$ cat src/rtl/msrf_pkg.sv
// ----------------------------------------------------------------------------
// msrf_pkg
// Types and codes shared by the message slot ring FIFO modules.
// ----------------------------------------------------------------------------
package msrf_pkg;

  localparam int unsigned BYTE_W  = 8;
  localparam int unsigned LIMIT_W = 7;

  // operation code of an input transaction
  typedef enum logic {
    OP_WRITE = 1'b0,
    OP_READ  = 1'b1
  } op_e;

  // result status codes
  typedef enum logic [2:0] {
    ST_READ_DATA = 3'd0,
    ST_WRITE_OK  = 3'd1,
    ST_FULL      = 3'd2,
    ST_EMPTY     = 3'd3,
    ST_BAD_LEN   = 3'd4
  } status_e;

  // fault recorded against the message being written
  typedef enum logic [1:0] {
    FAULT_NONE = 2'd0,
    FAULT_FULL = 2'd1,
    FAULT_LONG = 2'd2
  } fault_e;

  // command class decided by the front end
  typedef enum logic [1:0] {
    CMD_WR_BYTE = 2'd0,
    CMD_WR_LAST = 2'd1,
    CMD_RD      = 2'd2,
    CMD_RD_BAD  = 2'd3
  } cmd_kind_e;

  typedef struct packed {
    op_e                operation;
    logic [BYTE_W-1:0]  data_byte;
    logic               end_of_message;
    logic [LIMIT_W-1:0] read_limit;
  } in_item_t;

  typedef struct packed {
    logic [BYTE_W-1:0]  read_byte;
    logic               last_in_run;
    status_e            status;
    logic [LIMIT_W-1:0] returned_length;
    logic               space_available;
    logic               data_available;
  } out_item_t;

  typedef struct packed {
    cmd_kind_e          kind;
    logic [BYTE_W-1:0]  data_byte;
    logic [LIMIT_W-1:0] read_limit;
  } cmd_t;

endpackage

$ cat src/rtl/msrf_ram.sv
// ----------------------------------------------------------------------------
// msrf_ram
// Generic simple dual-port RAM, one write and one read port, registered read.
// ----------------------------------------------------------------------------
module msrf_ram #(
  parameter int unsigned WIDTH = 8,
  parameter int unsigned DEPTH = 512
) (
  input  logic                     clk_i,
  input  logic                     we_i,
  input  logic [$clog2(DEPTH)-1:0] waddr_i,
  input  logic [WIDTH-1:0]         wdata_i,
  input  logic                     re_i,
  input  logic [$clog2(DEPTH)-1:0] raddr_i,
  output logic [WIDTH-1:0]         rdata_o
);

  logic [WIDTH-1:0] mem_q [DEPTH];
  logic [WIDTH-1:0] rdata_q;

  // write port
  always_ff @(posedge clk_i) begin
    if (we_i) begin
      mem_q[waddr_i] <= wdata_i;
    end
  end

  // registered read port
  always_ff @(posedge clk_i) begin
    if (re_i) begin
      rdata_q <= mem_q[raddr_i];
    end
  end

  assign rdata_o = rdata_q;

endmodule

$ cat src/rtl/msrf_front.sv
// ----------------------------------------------------------------------------
// msrf_front
// Accepts input transactions, classifies them and queues them for the back end.
// ----------------------------------------------------------------------------
module msrf_front (
  input  logic              clk_i,
  input  logic              rst_ni,
  input  logic              in_valid_i,
  output logic              in_ready_o,
  input  msrf_pkg::in_item_t in_data_i,
  output logic              cmd_valid_o,
  input  logic              cmd_ready_i,
  output msrf_pkg::cmd_t    cmd_o
);

  localparam int unsigned QDEPTH = 2;

  msrf_pkg::cmd_t fq_q [QDEPTH];
  msrf_pkg::cmd_t cls;
  logic           wptr_q, wptr_d;
  logic           rptr_q, rptr_d;
  logic [1:0]     cnt_q, cnt_d;
  logic           push, pop;

  // classify the incoming transaction
  always_comb begin
    cls.data_byte  = in_data_i.data_byte;
    cls.read_limit = in_data_i.read_limit;
    if (in_data_i.operation == msrf_pkg::OP_READ) begin
      cls.kind = (in_data_i.read_limit == '0) ? msrf_pkg::CMD_RD_BAD : msrf_pkg::CMD_RD;
    end else begin
      cls.kind = in_data_i.end_of_message ? msrf_pkg::CMD_WR_LAST : msrf_pkg::CMD_WR_BYTE;
    end
  end

  assign in_ready_o  = (cnt_q != 2'(QDEPTH));
  assign push        = in_valid_i && in_ready_o;
  assign cmd_valid_o = (cnt_q != '0);
  assign pop         = cmd_valid_o && cmd_ready_i;
  assign cmd_o       = fq_q[rptr_q];

  // queue pointers
  always_comb begin
    wptr_d = push ? ~wptr_q : wptr_q;
    rptr_d = pop ? ~rptr_q : rptr_q;
    cnt_d  = cnt_q + 2'(push) - 2'(pop);
  end

  always_ff @(posedge clk_i or negedge rst_ni) begin
    if (!rst_ni) begin
      wptr_q <= 1'b0;
      rptr_q <= 1'b0;
      cnt_q  <= '0;
    end else begin
      wptr_q <= wptr_d;
      rptr_q <= rptr_d;
      cnt_q  <= cnt_d;
    end
  end

  // queue storage
  always_ff @(posedge clk_i) begin
    if (push) begin
      fq_q[wptr_q] <= cls;
    end
  end

endmodule

$ cat src/rtl/msrf_back.sv
// ----------------------------------------------------------------------------
// msrf_back
// Executes queued commands against the slot ring and queues the results.
// ----------------------------------------------------------------------------
module msrf_back #(
  parameter int unsigned SLOT_COUNT = 8,
  parameter int unsigned SLOT_BYTES = 64
) (
  input  logic               clk_i,
  input  logic               rst_ni,
  input  logic               cmd_valid_i,
  output logic               cmd_ready_o,
  input  msrf_pkg::cmd_t     cmd_i,
  output logic               out_valid_o,
  input  logic               out_ready_i,
  output msrf_pkg::out_item_t out_data_o
);

  localparam int unsigned SW       = $clog2(SLOT_COUNT);
  localparam int unsigned OW       = $clog2(SLOT_COUNT + 1);
  localparam int unsigned CW       = $clog2(SLOT_BYTES + 2);
  localparam int unsigned LW       = $clog2(SLOT_BYTES + 1);
  localparam int unsigned BDEPTH   = SLOT_COUNT * SLOT_BYTES;
  localparam int unsigned AW       = $clog2(BDEPTH);
  localparam int unsigned OQ_DEPTH = 4;
  localparam int unsigned QPW      = $clog2(OQ_DEPTH);
  localparam int unsigned QCW      = $clog2(OQ_DEPTH + 2);
  localparam int unsigned LIMW     = msrf_pkg::LIMIT_W;

  typedef enum logic [2:0] {
    S_IDLE    = 3'b001,
    S_RD_LEN  = 3'b010,
    S_RD_DATA = 3'b100
  } state_e;

  state_e             state_q, state_d;
  logic [SW-1:0]      rslot_q, rslot_d;
  logic [SW-1:0]      wslot_q, wslot_d;
  logic [SW-1:0]      cur_slot_q, cur_slot_d;
  logic [OW-1:0]      occ_q, occ_d;
  logic [CW-1:0]      pcnt_q, pcnt_d;
  msrf_pkg::fault_e   pfault_q, pfault_d;
  logic [LIMW-1:0]    limit_q, limit_d;
  logic [LW-1:0]      n_q, n_d;
  logic [LW-1:0]      idx_q, idx_d;
  logic               infl_q, infl_d;
  logic               infl_last_q, infl_last_d;

  // command decode and write path
  logic               cmd_take;
  logic               wr_go, wr_end, rd_go, rd_bad;
  msrf_pkg::fault_e   wr_fault;
  logic [CW-1:0]      wr_cnt_n;
  logic               st_push;
  msrf_pkg::status_e  st_code;
  logic               issue_ok;
  logic [LIMW-1:0]    len_ext, n_ext;

  // memory ports
  logic               bram_we, bram_re;
  logic [AW-1:0]      bram_waddr, bram_raddr;
  logic [msrf_pkg::BYTE_W-1:0] bram_rdata;
  logic               lram_we, lram_re;
  logic [LW-1:0]      lram_rdata;

  // output queue
  msrf_pkg::out_item_t oq_q [OQ_DEPTH];
  msrf_pkg::out_item_t push_item;
  logic [QPW-1:0]     oq_wptr_q, oq_rptr_q;
  logic [QCW-1:0]     oq_cnt_q;
  logic               oq_push, oq_pop;

  assign cmd_ready_o = (state_q == S_IDLE) && !infl_q && (oq_cnt_q < QCW'(OQ_DEPTH));
  assign cmd_take    = cmd_valid_i && cmd_ready_o;
  assign issue_ok    = (oq_cnt_q + QCW'(infl_q)) < QCW'(OQ_DEPTH);

  assign bram_waddr = AW'(wslot_q) * AW'(SLOT_BYTES) + AW'(pcnt_q);
  assign bram_raddr = AW'(cur_slot_q) * AW'(SLOT_BYTES) + AW'(idx_q);

  // returned count is the stored length cut to the limit
  assign len_ext = LIMW'(lram_rdata);
  assign n_ext   = (len_ext < limit_q) ? len_ext : limit_q;

  // command class
  always_comb begin
    wr_go  = 1'b0;
    wr_end = 1'b0;
    rd_go  = 1'b0;
    rd_bad = 1'b0;
    case (cmd_i.kind)
      msrf_pkg::CMD_WR_BYTE: wr_go = 1'b1;
      msrf_pkg::CMD_WR_LAST: begin
        wr_go  = 1'b1;
        wr_end = 1'b1;
      end
      msrf_pkg::CMD_RD:      rd_go = 1'b1;
      msrf_pkg::CMD_RD_BAD:  rd_bad = 1'b1;
      default: ;
    endcase
  end

  // fault tracking and byte count of the message being written
  always_comb begin
    wr_fault = pfault_q;
    if (pcnt_q == '0 && occ_q == OW'(SLOT_COUNT)) begin
      wr_fault = msrf_pkg::FAULT_FULL;
    end
    if (pcnt_q >= CW'(SLOT_BYTES) && wr_fault == msrf_pkg::FAULT_NONE) begin
      wr_fault = msrf_pkg::FAULT_LONG;
    end
    wr_cnt_n = (pcnt_q <= CW'(SLOT_BYTES)) ? pcnt_q + 1'b1 : pcnt_q;
  end

  // sequencer
  always_comb begin
    state_d     = state_q;
    rslot_d     = rslot_q;
    wslot_d     = wslot_q;
    cur_slot_d  = cur_slot_q;
    occ_d       = occ_q;
    pcnt_d      = pcnt_q;
    pfault_d    = pfault_q;
    limit_d     = limit_q;
    n_d         = n_q;
    idx_d       = idx_q;
    infl_d      = 1'b0;
    infl_last_d = 1'b0;
    bram_we     = 1'b0;
    bram_re     = 1'b0;
    lram_we     = 1'b0;
    lram_re     = 1'b0;
    st_push     = 1'b0;
    st_code     = msrf_pkg::ST_READ_DATA;
    case (state_q)
      S_IDLE: begin
        if (cmd_take && wr_go) begin
          bram_we  = (pcnt_q < CW'(SLOT_BYTES)) && (wr_fault == msrf_pkg::FAULT_NONE);
          pcnt_d   = wr_cnt_n;
          pfault_d = wr_fault;
          if (wr_end) begin
            st_push  = 1'b1;
            pcnt_d   = '0;
            pfault_d = msrf_pkg::FAULT_NONE;
            case (wr_fault)
              msrf_pkg::FAULT_FULL: st_code = msrf_pkg::ST_FULL;
              msrf_pkg::FAULT_LONG: st_code = msrf_pkg::ST_BAD_LEN;
              default: begin
                st_code = msrf_pkg::ST_WRITE_OK;
                lram_we = 1'b1;
                wslot_d = (wslot_q == SW'(SLOT_COUNT - 1)) ? '0 : wslot_q + 1'b1;
                occ_d   = occ_q + 1'b1;
              end
            endcase
          end
        end else if (cmd_take && (rd_go || rd_bad)) begin
          if (occ_q == '0) begin
            st_push = 1'b1;
            st_code = msrf_pkg::ST_EMPTY;
          end else if (rd_bad) begin
            st_push = 1'b1;
            st_code = msrf_pkg::ST_BAD_LEN;
          end else begin
            lram_re    = 1'b1;
            limit_d    = cmd_i.read_limit;
            cur_slot_d = rslot_q;
            state_d    = S_RD_LEN;
          end
        end
      end
      S_RD_LEN: begin
        // length is back: fix the count and release the slot
        n_d     = LW'(n_ext);
        idx_d   = '0;
        rslot_d = (rslot_q == SW'(SLOT_COUNT - 1)) ? '0 : rslot_q + 1'b1;
        occ_d   = occ_q - 1'b1;
        state_d = S_RD_DATA;
      end
      S_RD_DATA: begin
        if (issue_ok) begin
          bram_re     = 1'b1;
          infl_d      = 1'b1;
          infl_last_d = (idx_q == n_q - 1'b1);
          idx_d       = idx_q + 1'b1;
          if (idx_q == n_q - 1'b1) begin
            state_d = S_IDLE;
          end
        end
      end
      default: state_d = S_IDLE;
    endcase
  end

  always_ff @(posedge clk_i or negedge rst_ni) begin
    if (!rst_ni) begin
      state_q     <= S_IDLE;
      rslot_q     <= '0;
      wslot_q     <= '0;
      occ_q       <= '0;
      pcnt_q      <= '0;
      pfault_q    <= msrf_pkg::FAULT_NONE;
      infl_q      <= 1'b0;
      infl_last_q <= 1'b0;
    end else begin
      state_q     <= state_d;
      rslot_q     <= rslot_d;
      wslot_q     <= wslot_d;
      occ_q       <= occ_d;
      pcnt_q      <= pcnt_d;
      pfault_q    <= pfault_d;
      infl_q      <= infl_d;
      infl_last_q <= infl_last_d;
    end
  end

  // read context, held for the whole read
  always_ff @(posedge clk_i) begin
    cur_slot_q <= cur_slot_d;
    limit_q    <= limit_d;
    n_q        <= n_d;
    idx_q      <= idx_d;
  end

  // message byte store
  msrf_ram #(
    .WIDTH(msrf_pkg::BYTE_W),
    .DEPTH(BDEPTH)
  ) u_byte_ram (
    .clk_i  (clk_i),
    .we_i   (bram_we),
    .waddr_i(bram_waddr),
    .wdata_i(cmd_i.data_byte),
    .re_i   (bram_re),
    .raddr_i(bram_raddr),
    .rdata_o(bram_rdata)
  );

  // per-slot length store
  msrf_ram #(
    .WIDTH(LW),
    .DEPTH(SLOT_COUNT)
  ) u_len_ram (
    .clk_i  (clk_i),
    .we_i   (lram_we),
    .waddr_i(wslot_q),
    .wdata_i(LW'(wr_cnt_n)),
    .re_i   (lram_re),
    .raddr_i(rslot_q),
    .rdata_o(lram_rdata)
  );

  // result assembly: in-flight read data first, else a status result
  always_comb begin
    push_item = '0;
    if (infl_q) begin
      push_item.read_byte       = bram_rdata;
      push_item.last_in_run     = infl_last_q;
      push_item.status          = msrf_pkg::ST_READ_DATA;
      push_item.returned_length = LIMW'(n_q);
      push_item.space_available = (occ_q < OW'(SLOT_COUNT));
      push_item.data_available  = (occ_q != '0);
    end else begin
      push_item.last_in_run     = 1'b1;
      push_item.status          = st_code;
      push_item.space_available = (occ_d < OW'(SLOT_COUNT));
      push_item.data_available  = (occ_d != '0);
    end
  end

  assign oq_push     = infl_q || st_push;
  assign out_valid_o = (oq_cnt_q != '0);
  assign oq_pop      = out_valid_o && out_ready_i;
  assign out_data_o  = oq_q[oq_rptr_q];

  // output queue control
  always_ff @(posedge clk_i or negedge rst_ni) begin
    if (!rst_ni) begin
      oq_wptr_q <= '0;
      oq_rptr_q <= '0;
      oq_cnt_q  <= '0;
    end else begin
      if (oq_push) begin
        oq_wptr_q <= oq_wptr_q + 1'b1;
      end
      if (oq_pop) begin
        oq_rptr_q <= oq_rptr_q + 1'b1;
      end
      oq_cnt_q <= oq_cnt_q + QCW'(oq_push) - QCW'(oq_pop);
    end
  end

  // output queue storage
  always_ff @(posedge clk_i) begin
    if (oq_push) begin
      oq_q[oq_wptr_q] <= push_item;
    end
  end

  // results never land in a full output queue
  assert property (@(posedge clk_i) disable iff (!rst_ni)
    oq_push |-> (oq_cnt_q < QCW'(OQ_DEPTH)))
    else $error("output queue overflow");

  // occupancy stays within the ring
  assert property (@(posedge clk_i) disable iff (!rst_ni)
    occ_q <= OW'(SLOT_COUNT))
    else $error("occupied count out of range");

  // read data only arrives after a byte fetch
  assert property (@(posedge clk_i) disable iff (!rst_ni)
    infl_q |-> $past(state_q == S_RD_DATA))
    else $error("read data without a fetch");

  // a read that streams bytes returns at least one
  assert property (@(posedge clk_i) disable iff (!rst_ni)
    (state_q == S_RD_DATA) |-> (n_q != '0))
    else $error("zero-length read stream");

  // a fault is only ever held within a message
  assert property (@(posedge clk_i) disable iff (!rst_ni)
    (pfault_q != msrf_pkg::FAULT_NONE) |-> (pcnt_q != '0))
    else $error("fault held outside a message");

endmodule

$ cat src/rtl/message_slot_ring_fifo_top.sv
// Message slot ring FIFO. Messages are written one byte per transaction and
// land in a ring of SLOT_COUNT slots of SLOT_BYTES bytes; a read transaction
// returns the oldest message cut to its byte limit, one byte per result, and
// frees the slot. Write bytes are taken one per cycle while the back end is
// idle with no read byte in flight and room in the output queue. A read of
// n bytes fetches the slot length, fixes the count, makes n fetches through
// the single read port of the byte RAM as room in the output queue allows,
// and lands the last byte in flight. A front queue of two commands and an
// output queue of four results let input and output stall independently.
// ----------------------------------------------------------------------------
// message_slot_ring_fifo_top
// Top level of the message slot ring FIFO: front end, back end and queues.
// ----------------------------------------------------------------------------
module message_slot_ring_fifo_top #(
  parameter int unsigned SLOT_COUNT = 8,
  parameter int unsigned SLOT_BYTES = 64
) (
  input  logic                clk_i,
  input  logic                rst_ni,
  input  logic                in_valid_i,
  output logic                in_ready_o,
  input  msrf_pkg::in_item_t  in_data_i,
  output logic                out_valid_o,
  input  logic                out_ready_i,
  output msrf_pkg::out_item_t out_data_o
);

  logic           cmd_valid;
  logic           cmd_ready;
  msrf_pkg::cmd_t cmd;

  // accept and classify
  msrf_front u_front (
    .clk_i      (clk_i),
    .rst_ni     (rst_ni),
    .in_valid_i (in_valid_i),
    .in_ready_o (in_ready_o),
    .in_data_i  (in_data_i),
    .cmd_valid_o(cmd_valid),
    .cmd_ready_i(cmd_ready),
    .cmd_o      (cmd)
  );

  // execute against the slot ring
  msrf_back #(
    .SLOT_COUNT(SLOT_COUNT),
    .SLOT_BYTES(SLOT_BYTES)
  ) u_back (
    .clk_i      (clk_i),
    .rst_ni     (rst_ni),
    .cmd_valid_i(cmd_valid),
    .cmd_ready_o(cmd_ready),
    .cmd_i      (cmd),
    .out_valid_o(out_valid_o),
    .out_ready_i(out_ready_i),
    .out_data_o (out_data_o)
  );

endmodule

$ cat config.mk
export PLATFORM = sky130hd
export DESIGN_NAME = message_slot_ring_fifo_top
export DESIGN_NICKNAME = d
export VERILOG_FILES = /design/src/rtl/msrf_pkg.sv /design/src/rtl/msrf_ram.sv /design/src/rtl/msrf_front.sv /design/src/rtl/msrf_back.sv /design/src/rtl/message_slot_ring_fifo_top.sv
export SDC_FILE = /design/constraint.sdc
export NUM_CORES = 2
export LEC_CHECK = 0
export ABC_AREA = 1
export BUFFER_PORTS_ARGS = -buffer_cell sky130_fd_sc_hd__buf_4
export CAP_MARGIN = 20
export CORE_MARGIN = 4
export CORE_UTILIZATION = 63
export CTS_CLUSTER_SIZE = 40
export DETAILED_ROUTE_END_ITERATION = 10
export PLACE_DENSITY_LB_ADDON = 0.08
export RECOVER_POWER = 50
export SETUP_SLACK_MARGIN = 0.15
export SYNTH_ARGS = -nofsm -noshare
export SYNTH_HDL_FRONTEND = slang
export SYNTH_HIERARCHICAL = 1
export SYNTH_MEMORY_MAX_BITS = 65536
export SYNTH_SLANG_ARGS = --single-unit
$ cat constraint.sdc
create_clock -name clk_i -period 11.85 [get_ports clk_i]
set_input_delay 3.555 -clock clk_i [delete_from_list [all_inputs] [get_ports clk_i]]
set_output_delay 3.555 -clock clk_i [all_outputs]
set_load 0.02 [all_outputs]
==> results.tsv <==
stage	metric	value	unit
floorplanning	dieWidth	539.2	µm
sta	fin_skew	0.04574	ns
worst_setup_path	cp.required	12.48	ns
sta	setup_tns	0	ns
synth	yosys.cell_types.count	45	
synth	synth_ff_type	edfxtp_1	
place	place_ws	5.607	ns
layout	multi_input_area	41150	µm²
route	vias	117100	
worst_setup_path	startpoint_type	flip-flop	
floorplanning	num_rows	194	
pwr	leakage	0.06715	µW
synth	synth_top_family_by_area	simple AND/OR/NAND/NOR gates	
synth	synth_area_leaders	edfxtp_1, nand3_1, nand2_1	
cts	clockBufferDepth	4	
layout	regArea	130300	µm²
route	wl_per_cell	25.44	µm
floorplanning	coreArea	280100	µm²
sta	fin_ws	3.059	ns
sta	timing.hold.ws	0.5137	ns
grt	grt_pass1_vias	110900	
worst_setup_path	end_kind	flip-flop	
floorplanning	initial_core_util	63.45	%
worst_setup_path	startpoint	u_front/rptr_q	
grt	antenna_found_initial	16	
cts	hold_buffers	0	
synth	postSynthCellCount	14910	
worst_setup_path	worst_path_max_delay_cell	clkbuf_1	
sta	rsz0062_at_grt	false	
cts	clk_latency	0.96	ns
pwr	total_power	39200	µW
synth	yosys.area.top_type	edfxtp_1	
sta	tightest_slew	4.197	ns
synth	synth_common_cells	nand2_1, edfxtp_1, nand3_1	
synth	synth_compound_area_share	0.3414	%
synth	synth_xor_area_share	0.1176	%
sta	hold_viol	0	
layout	postLayoutCoreUtil	68.63	%
synth	ys_ff_latch	4344	
synth	yosysSeqAreaShare	73.29	%
route	drtIter0Drc	16800	
sta	fmax	113.7	MHz
cts	cts_tree	yes	
synth	syn_avg_cell_area	11.92	µm²
layout	area_growth	8.156	%
cts	cts_root_buf	clkbuf_16	
worst_setup_path	crit_arrival	9.42	ns
synth	async_flop_share	0.8057	%
synth	syn_area	177700	µm²
worst_setup_path	r2r-start	u_front/rptr_q	
min_path	hold_class	flip-flop to flip-flop	
cts	htreeDepth	5	
synth	yosys_warnings	6	
grt	grt_util_all_layers	31.89	%
cts	postCtsSetupBuffers	0	
pwr	ir_worst_vdd	0.4440	mV
floorplanning	die_area	290700	µm²
layout	drive_gt1_share	5.433	%
route	routed_wl	473400	µm
outcome	violations	max-capacitance violations, max-slew violations	
grt	overflow	0	
grt	grt_pass1_wl	703900	µm
synth	synth.most_common_cell	nand2_1	
synth	yosys.area_share.simple	22.43	%
synth	syn_nets	14960	
sta	fin_crit_sh	74.19	%
floorplanning	chipHeight	539.2	µm
flow_run	drv_cap	49	
route	drc	0	
min_path	min-delay-start	u_front/fq_q[0][4]	
cts	clk_pin_slew	0.06	ns
grt	grt_max_degree	218	
worst_setup_path	path_cells	clkinvlp_2, nand2_1, nand2_1, clkbuf_1, clkbuf_1, buf_4	
sta	relSlewSlack	-179.8	%
floorplanning	ios	44	
cts	cts_buffers	423	
worst_setup_path	cp_slowest_stage_delay	2.61	ns
synth	synth_top_area_share	72.80	%
synth	synth_fa_ha_area_share	0.2295	%
cts	cts-resized-gates	0	
sta	finalSetupViolations	0	
sta	period_needed	8.791	ns
worst_setup_path	path_max_fanout	69	
layout	nets	14590	
route	via_per_inst	6.295	
synth	synth_mux_area_share	0	%
synth	synth_edf_count	4309	
place	dp_hpwl	261900	µm
outcome	outcome	complete, but fails checks	
worst_setup_path	criticalPathCategory	flip-flop to flip-flop	
layout	fill_cells	19860	
place	gp_congestion	0.8863	
cts	clock-sinks	4344	
place	portBuffers	43	
route	ant_nets	0	
route	drtPass1Iterations	7	
pwr	power_density	203.9	nW/µm²
sta	drv_slew	2772	
[kinds of logic after synthesis]
group | Yosys count
AOI/OAI and AO/OA | 110
xor gates and xnor gates | 23
adders and majority gates | 32
buffers and inverters | 1210
DFF | 4344
and+or+nand+nor | 9187
[registers in the layout (all words and copies together), names as in the netlist, 4 cells and up]
register / count
u_back/u_byte_ram/rdata_o: 8
u_front/fq_q: 34
u_back/pcnt_q: 7
u_back/limit_q: 7
u_back/u_len_ram/rdata_o: 7
u_back/n_q: 7
u_back/idx_q: 7
u_back/u_len_ram/mem_q: 56
u_back/occ_q: 4
u_back/oq_q: 84
u_back/u_byte_ram/mem_q: 4096
[metrics by stage]
stage               instances  instance area (µm²)
finish                  18610               192200
global route            18600               192200
CTS                     18590               192400
detailed placement      17820               178900
global placement        17820               178900
floorplan               14910               177700
[critical path: cells and delay by family, from the launching register on]
| kind | cells | cell delay [ns] |
|---|---|---|
| flops | 1 | 0.61 |
| simple gates | 2 | 1.52 |
| buf+inv | 4 | 6.21 |
[final cells by class]
cell class | count | area share (%)
diodes | 12 | 0.01562
clock buffers | 510 | 5.801
clock inverters | 254 | 1.226
inverters | 199 | 0.4179
multi-input cells | 9352 | 21.41
flip-flops and latches | 4344 | 67.77
well taps | 3724 | 2.424
repair buffers | 212 | 0.9418
[report_power, final]
group	internal [µW]	leakage [µW]	total (µW)	switching, µW
registers	19600	0.0394	19700	116
logic	985	0.0211	6330	5350
clock network	7560	0.00661	13200	5610
[per-layer routing]
metal | up-vias | GRT usage (%) | part of all wire (%)
li1 | 52060 | - | -
met1 | 57200 | 45.91 | 39
met2 | 6867 | 49.24 | 46
met3 | 1006 | 5.676 | 11
met4 | 6 | 12.40 | 4.3
met5 | - | 0 | 0.0089
[cell usage in the layout, fill, tap and decap left out, types with 41 or more instances in the layout]
master / Yosys / final
buf_4: 126 / 115
nand2_1: 4396 / 4387
bufinv_16: 0 / 41
nand3_1: 4122 / 4123
nor2_1: 613 / 614
clkbuf_16: 0 / 431
clkinv_1: 0 / 96
o21ai_0: 59 / 63
edfxtp_1: 4309 / 4309
clkinv_2: 0 / 86
inv_1: 186 / 186
clkbuf_1: 196 / 129
[final timing paths]
| path | end | slack, ns | cells after the start |
|---|---|---|---|
| max | u_back/u_byte_ram/mem_q[64][7] | 3.06 | 6 |
| min | u_back/limit_q[4] | 0.51 | 2 |
| max reg2reg | u_back/u_byte_ram/mem_q[64][7] | 3.06 | 6 |
| min reg2reg | u_back/limit_q[4] | 0.51 | 2 |
| max in group asynchronous | u_back/wslot_q[2] | 7.25 | 1 |
| min in group asynchronous | u_back/oq_rptr_q[1] | 3.28 | 1 |
Note: power is estimated with default switching activity, not from simulation.
